**config.mk**
```make
export PLATFORM = sky130hd
export DESIGN_NAME = rvr_round
export DESIGN_NICKNAME = d
export VERILOG_FILES = /design/src/rtl/core/rvr_pkg.sv /design/src/rtl/core/rvr_round.sv
export SDC_FILE = /design/constraint.sdc
export NUM_CORES = 1
export LEC_CHECK = 0
export BUFFER_PORTS_ARGS = -buffer_cell sky130_fd_sc_hd__buf_2
export CAP_MARGIN = 20
export CORE_ASPECT_RATIO = 0.7
export CORE_MARGIN = 4
export CORE_UTILIZATION = 48
export DETAILED_ROUTE_END_ITERATION = 16
export PLACE_DENSITY_LB_ADDON = 0.25
export SYNTH_ARGS = -nofsm -noshare
export SYNTH_HDL_FRONTEND = slang
export SYNTH_SLANG_ARGS = --single-unit
```
**constraint.sdc**
```tcl
create_clock -name vclk -period 7.95
set_input_delay 2.385 -clock vclk [all_inputs]
set_output_delay 2.385 -clock vclk [all_outputs]
set_load 0.005 [all_outputs]
```
**src/rtl/core/rvr_pkg.sv**
```systemverilog
package rvr_pkg;

    localparam int COMPONENT_WIDTH = 16;
    localparam int FRACTION_BITS   = 14;

    localparam int ADDR_WIDTH = 4;
    localparam int DATA_WIDTH = 32;

    localparam logic [1:0] REG_ROTOR_W = 2'd0;
    localparam logic [1:0] REG_ROTOR_X = 2'd1;
    localparam logic [1:0] REG_ROTOR_Y = 2'd2;
    localparam logic [1:0] REG_ROTOR_Z = 2'd3;

    typedef logic signed [COMPONENT_WIDTH-1:0] comp_t;

    typedef struct packed {
        comp_t vec_x;
        comp_t vec_y;
        comp_t vec_z;
    } vec_item_t;

    typedef struct packed {
        comp_t out_x;
        comp_t out_y;
        comp_t out_z;
        logic  saturated;
    } res_item_t;

endpackage

```
**src/rtl/core/rvr_round.sv**
```systemverilog
module rvr_round #(
    parameter int IN_WIDTH  = 52,
    parameter int DROP_BITS = 28
) (
    input  logic signed [IN_WIDTH-1:0]  value,
    output rvr_pkg::comp_t              result,
    output logic                        clipped
);

    localparam int CW = rvr_pkg::COMPONENT_WIDTH;
    localparam int RW = (IN_WIDTH > DROP_BITS) ? IN_WIDTH + 1 : DROP_BITS + 2;
    localparam logic [RW-1:0] HALF = {{(RW-1){1'b0}}, 1'b1} << (DROP_BITS - 1);
    localparam logic [CW-1:0] MAX_VAL = {1'b0, {(CW-1){1'b1}}};
    localparam logic [CW-1:0] MIN_VAL = {1'b1, {(CW-1){1'b0}}};

    logic signed [RW-1:0] ext;
    logic signed [RW-1:0] rounded;
    logic signed [RW-1:0] shifted;
    logic                 fits;

    always_comb
    begin
        ext     = RW'(value);
        rounded = ext + $signed(HALF);
        shifted = rounded >>> DROP_BITS;
        fits    = (&shifted[RW-1:CW-1]) || !(|shifted[RW-1:CW-1]);
        clipped = !fits;
        if (fits)
        begin
            result = shifted[CW-1:0];
        end
        else if (rounded[RW-1])
        begin
            result = MIN_VAL;
        end
        else
        begin
            result = MAX_VAL;
        end
    end

endmodule
```
Yosys cells after proc, flatten, opt, wreduce, memory -nomap -nowiden
Cells that the tools add are included.
- add/subtract/negate cells: 1
- mux-type cells: 2
- reductions and logical operators: 5
- operator list (operator ; count):
    $add 52x29->53 const B ; 1
    $mux 16 ; 2
    $reduce_and 10->1 ; 1
    $reduce_or 10->1 ; 1
    $logic_not 1->1 ; 2
    $logic_or 1x1->1 ; 1
- register bits after elaboration: 0
- bits of input ports: 52

Depth between registers and ports, before layout
Gate-level depths: netlist (run 1).
- word-level depth: 5
- depth in mapped cells: 9

Least setup slack after synthesis (run 1)
OpenSTA, ideal clock, no wires.
- path kind: in2out
- start point: input port value[27]
- end point: output port result[10]
- arrival: 4.495 ns
- data required time: 5.565 ns
- slack: 1.070 ns
- stages: 9
- path through: ha_1 nand3_1 or4_4 buf_6 nor4_1 xor2_1 nor4_4 buf_6 a21oi_2
- longest elaborated chain between the ends: 5
- elaborated cells on any way between the ends: 7
- RTL lines (item ; RTL line ; source):
    start, declared ; rvr_round.sv:5 ; input logic signed [IN_WIDTH-1:0] value,
    $add 52x29->53 * ; rvr_round.sv:24 ; rounded = ext + $signed(HALF);
    $reduce_or 10->1 ; rvr_round.sv:26 ; fits = (&shifted[RW-1:CW-1]) || !(|shifted[RW-1:CW-1]);
    $logic_not 1->1 ; rvr_round.sv:26 ;
    $logic_or 1x1->1 ; rvr_round.sv:26 ;
    $mux 16 * ; rvr_round.sv:28 ; if (fits)
    end, declared ; rvr_round.sv:6 ; output rvr_pkg::comp_t result,
Every way passes the cells marked *; elsewhere a longest branch is shown, timed or not.

Final worst setup path (run 1)
- start point: input port value[27]
- end point: output port result[13]
Same word-level chain as after synthesis.

==> impl_metrics.yaml, run 1 <==
worst_setup_path:
  path_delay_family: "simple AND/OR/NAND/NOR gates"
  crit_type: "in -> out"
  cp.required_ps: 5570
  worstSetupEndpointType: "primary output"
  worst-path-buf-inv: 2
  path_max_fanout: 15
  cp_data_arrival_time_ps: 4940
  max_stage_delay_ps: 530
  path_cells: "buf_2 > ha_1 > nand3_1 > or4_4 > or4_4 > a22oi_4 > a21oi_1 > a211oi_2 > buf_2"
  crit_path_start_kind: "input pin"
  slowest_stage: "or4_4"
yosys:
  yosysWarnings: 0
  syn_area_um2: 1025
  synth.avg_cell_area_um2: 7.426
  syn_inst: 138
  synth_top_area_share_pct: 13.68
  yosysUniqueCellTypes: 41
  synth_area_leaders: "xnor2_1 14%, xor2_1 12%, a21oi_2 7.7%"
  yosysSeqAreaShare_pct: 0
  synth_top_area_cell: "xnor2_1"
  synthesis.nets: 191
power:
  ir_worst_vdd_mv: 0.01929
  powerDensity_nw_per_um2: 39.30
  leakagePower_nw: 0.4480
  finalPower_w: 0.00004858
clocking:
  cts_resized: 0
  hold_buffers: 0
  post_cts_buffers: 0
detailed_routing:
  wire_per_inst_um: 14.91
  wirelength_um: 2968
  drt-initial-drc-count: 70
  viasPerCell: 6.291
  first_pass_iters: 4
  drc: 0
  vias: 1252
  ant_nets: 0
floorplanning:
  die-area_um2: 2950
  io_pins: 69
  core_um2: 1936
  num_rows: 13
  start_util_pct: 52.94
  die_y_um: 46.66
  die_x_um: 63.23
placement:
  placed_cell_area_um2: 1236
  place_hpwl_um: 2429
  port_buffers: 42
  routabilityCongestion: 0.8792
layout:
  ff_latch_area_um2: 0
  final_util_pct: 63.87
  area_growth_pct: 20.64
  stdcell_area_um2: 1236
  antenna-diode-count: 0
  clkbuf_count: 0
  drive_above_1_share_pct: 35.59
  nNetsFinal: 232
  seq_cell_count: 0
global_routing:
  antenna_found_initial: 0
  grt_pass1_wl_um: 5099
  grt_overflow: 0
  grt_usage_pct: 20.96
  first_global_vias: 1178
  grt_max_degree: 17
timing:
  hold_viol: 0
  drv_slew: 0
  rsz0062_at_grt: "false"
  final.period_utilization_pct: 92.18
  period_minus_slack_ps: 7328
  setup_tns_ps: 0
  finalSetupViolCount: 0
  max_slew_margin_pct: 52.13
  max_freq_mhz: 136.5
  timing.hold.ws_ps: 5210
  worstMarginPinSlew_ps: 711.5
job:
  maxCapViolations: 0
worst_hold_path:
  min_path_type: "in -> out"
status:
  status: "finished, final reports clean"
## layout make-up
| class | count | area (µm²) |
|---|---|---|
| well taps | 22 | 27.53 |
| repair buffers | 45 | 232.7 |
| inverters | 3 | 11.26 |
| multi-input cells | 129 | 964.7 |
| fillers | 186 | 699.4 |
## layout by cell type, fill, tap and decap left out, types with 2 or more instances in the layout
master / instances
buf_2: 42
xnor2_1: 16
xor2_1: 14
a31oi_1: 12
nand3_1: 11
a21oi_2: 9
nand2_1: 8
and2_1: 5
a21oi_1: 5
and3_1: 4
nand4_1: 4
nor4_1: 4
inv_1: 3
nor2_1: 3
nor3_1: 3
o22ai_1: 3
buf_4: 3
or4_4: 2
and4_1: 2
o21ai_1: 2
a211oi_1: 2
## power breakdown
part	switching [W]	total, W	internal (W)
Combinational	0.0000278	0.0000486	0.0000208
Clock	0	0	0
Sequential	0	0	0
Total	0.0000278	0.0000486	0.0000208
## worst min-delay path, stage by stage
cell     delay (ps)
buf_2           120
xor2_1           90
a21oi_2         120
buf_2           110
## cell usage after synthesis, types with 4 or more instances
cell and count:
nand3_1 11, a31oi_1 12, nand4_1 4, a21oi_2 9
nand2_1 8, a21oi_1 5, and3_1 4, xnor2_1 16
nor4_1 4, xor2_1 14, and2_1 5
## logic make-up (layout without fill, tap and decap cells)
| family | count (synthesis) | in the layout | synth area share (%) |
|---|---|---|---|
| simple gates | 53 | 53 | 33.09 |
| compound gates | 45 | 45 | 34.19 |
| xor+xnor | 30 | 30 | 25.64 |
| fa+ha+maj | 1 | 1 | 1.221 |
| buf+inv | 9 | 48 | 5.860 |
## path summary, 6_finish.rpt
| path | from | to | cells past startpoint |
|---|---|---|---|
| worst min-delay path | value[33] | result[5] | 4 |
| worst max-delay path | value[27] | result[13] | 9 |
## per-layer routing
layer	part of all wire [%]	vias up	global-route usage, %
met3	6.1	0	1.463
met4	0	0	0.4292
li1	-	617	-
met5	0	-	0
met1	47	593	29.26
met2	47	42	37.95
## metrics by stage
| step | instances | setup WS (ps) |
|---|---|---|
| after floorplan | 138 | 1070 |
| after global placement | 199 | 658.5 |
| after detailed placement | 199 | 597.8 |
| after CTS | 199 | 595.9 |
| after global routing | 199 | 422.6 |
| final | 199 | 621.8 |
Note: power is estimated with default switching activity, not from simulation.
==> run 2, diff against run 1 <==
- BUFFER_PORTS_ARGS: -buffer_cell sky130_fd_sc_hd__buf_2 -> -buffer_cell sky130_fd_sc_hd__buf_4
- GPL_TIMING_DRIVEN: not set -> 0
==> impl_metrics.yaml, run 2 (same netlist as run 1, synthesis figures left out) <==
placement:
  placed_cell_area_um2: 1360
  place_hpwl_um: 2489
  port_buffers: 41
  routabilityCongestion: 0.9172
detailed_routing:
  vias: 1242
  wire_per_inst_um: 15.20
  wirelength_um: 3056
  first_pass_iters: 4
  drc: 0
  ant_nets: 0
  drt-initial-drc-count: 43
  viasPerCell: 6.179
floorplanning:
  start_util_pct: 52.94
  core_um2: 1936
  num_rows: 13
  die_x_um: 63.23
  die-area_um2: 2950
  io_pins: 69
  die_y_um: 46.66
layout:
  ff_latch_area_um2: 0
  antenna-diode-count: 0
  area_growth_pct: 32.72
  clkbuf_count: 0
  final_common_cell: "buf_4"
  layout_common_cells: "41 x buf_4, 16 x xnor2_1, 14 x xor2_1"
  num-fill-cells: 166
  seq_cell_count: 0
  multi_input_area_um2: 964.7
  nNetsFinal: 234
  drive_above_1_share_pct: 36.31
  stdcell_area_um2: 1360
timing:
  worstMarginPinSlew_ps: 675.3
  setup_tns_ps: 0
  max_slew_margin_pct: 54.71
  drv_slew: 0
  finalSetupViolCount: 0
  hold_viol: 0
  rsz0062_at_grt: "false"
  final.period_utilization_pct: 94.82
  period_minus_slack_ps: 7538
  timing.hold.ws_ps: 5193
  max_freq_mhz: 132.7
worst_setup_path:
  crit_path_start_kind: "input pin"
  cp.required_ps: 5570
  slowest_stage: "nor4_4"
  max_stage_delay_ps: 500
  worst-path-buf-inv: 4
  path_cells: "buf_4 > ha_1 > nand3_1 > or4_4 > buf_6 > nor4_1 > xor2_1 > nor4_4 > buf_6 > a21oi_2 > buf_4"
  cp_data_arrival_time_ps: 5150
  crit_type: "in -> out"
  worstSetupEndpointType: "primary output"
  path_delay_family: "simple AND/OR/NAND/NOR gates"
  path_max_fanout: 10
job:
  maxCapViolations: 0
clocking:
  hold_buffers: 0
  cts_resized: 0
  post_cts_buffers: 0
global_routing:
  grt_max_degree: 11
  grt_overflow: 0
  first_global_vias: 1144
  grt_usage_pct: 21.28
  antenna_found_initial: 0
  grt_pass1_wl_um: 5209
power:
  powerDensity_nw_per_um2: 40.71
  ir_worst_vdd_mv: 0.02063
  leakagePower_nw: 0.4970
status:
  status: "finished, final reports clean"
worst_hold_path:
  min_path_type: "in -> out"
-- run 2: cell types whose count changed in the layout (fill, tap and decap cells not counted) --
| cell | delta |
|---|---|
| buf_4 | +38 |
| buf_6 | +3 |
| buf_2 | -39 |
-- run 2: path summary, 6_finish.rpt --
path | from | end | cells after the start
max | value[28] | result[9] | 11
min | value[40] | result[12] | 4
-- run 2: tightest hold or removal path: stages --
cell     delay [ps]
buf_4           110
xor2_1           80
a21oi_2         130
buf_4           110
-- run 2: cell type report --
class	instances	area share [%]
Multi-Input combinational cell	129	70.93
Tap cell	22	2.024
Buffer	6	3.588
Timing Repair Buffer	41	22.63
Inverter	3	0.8280
-- run 2: metrics by stage --
stage	total power, W	setup WS, ps	util (%)	cells
detailed placement	0.00005476	413.6	70.27	201
CTS	0.00005500	407.7	70.27	201
global route	0.00006040	220.4	70.27	201
floorplan	0.00002696	1070	-	138
global placement	0.00005282	483.2	70.27	201
finish	0.00005537	411.9	70.27	201
-- run 2: where the power goes --
part           internal (W)  switching, W   total, W  leakage (nW)
Clock                     0             0          0             0
Combinational     0.0000270     0.0000284  0.0000554         0.497
Sequential                0             0          0             0
-- run 2: per-layer routing --
metal  vias up  global-route usage (%)  wire (µm)
met5         -                       0          0
met2        56                   36.69       1338
met4         0                       0          0
met1       568                   31.25       1426
met3         0                   1.220        290
li1        618                       -          -
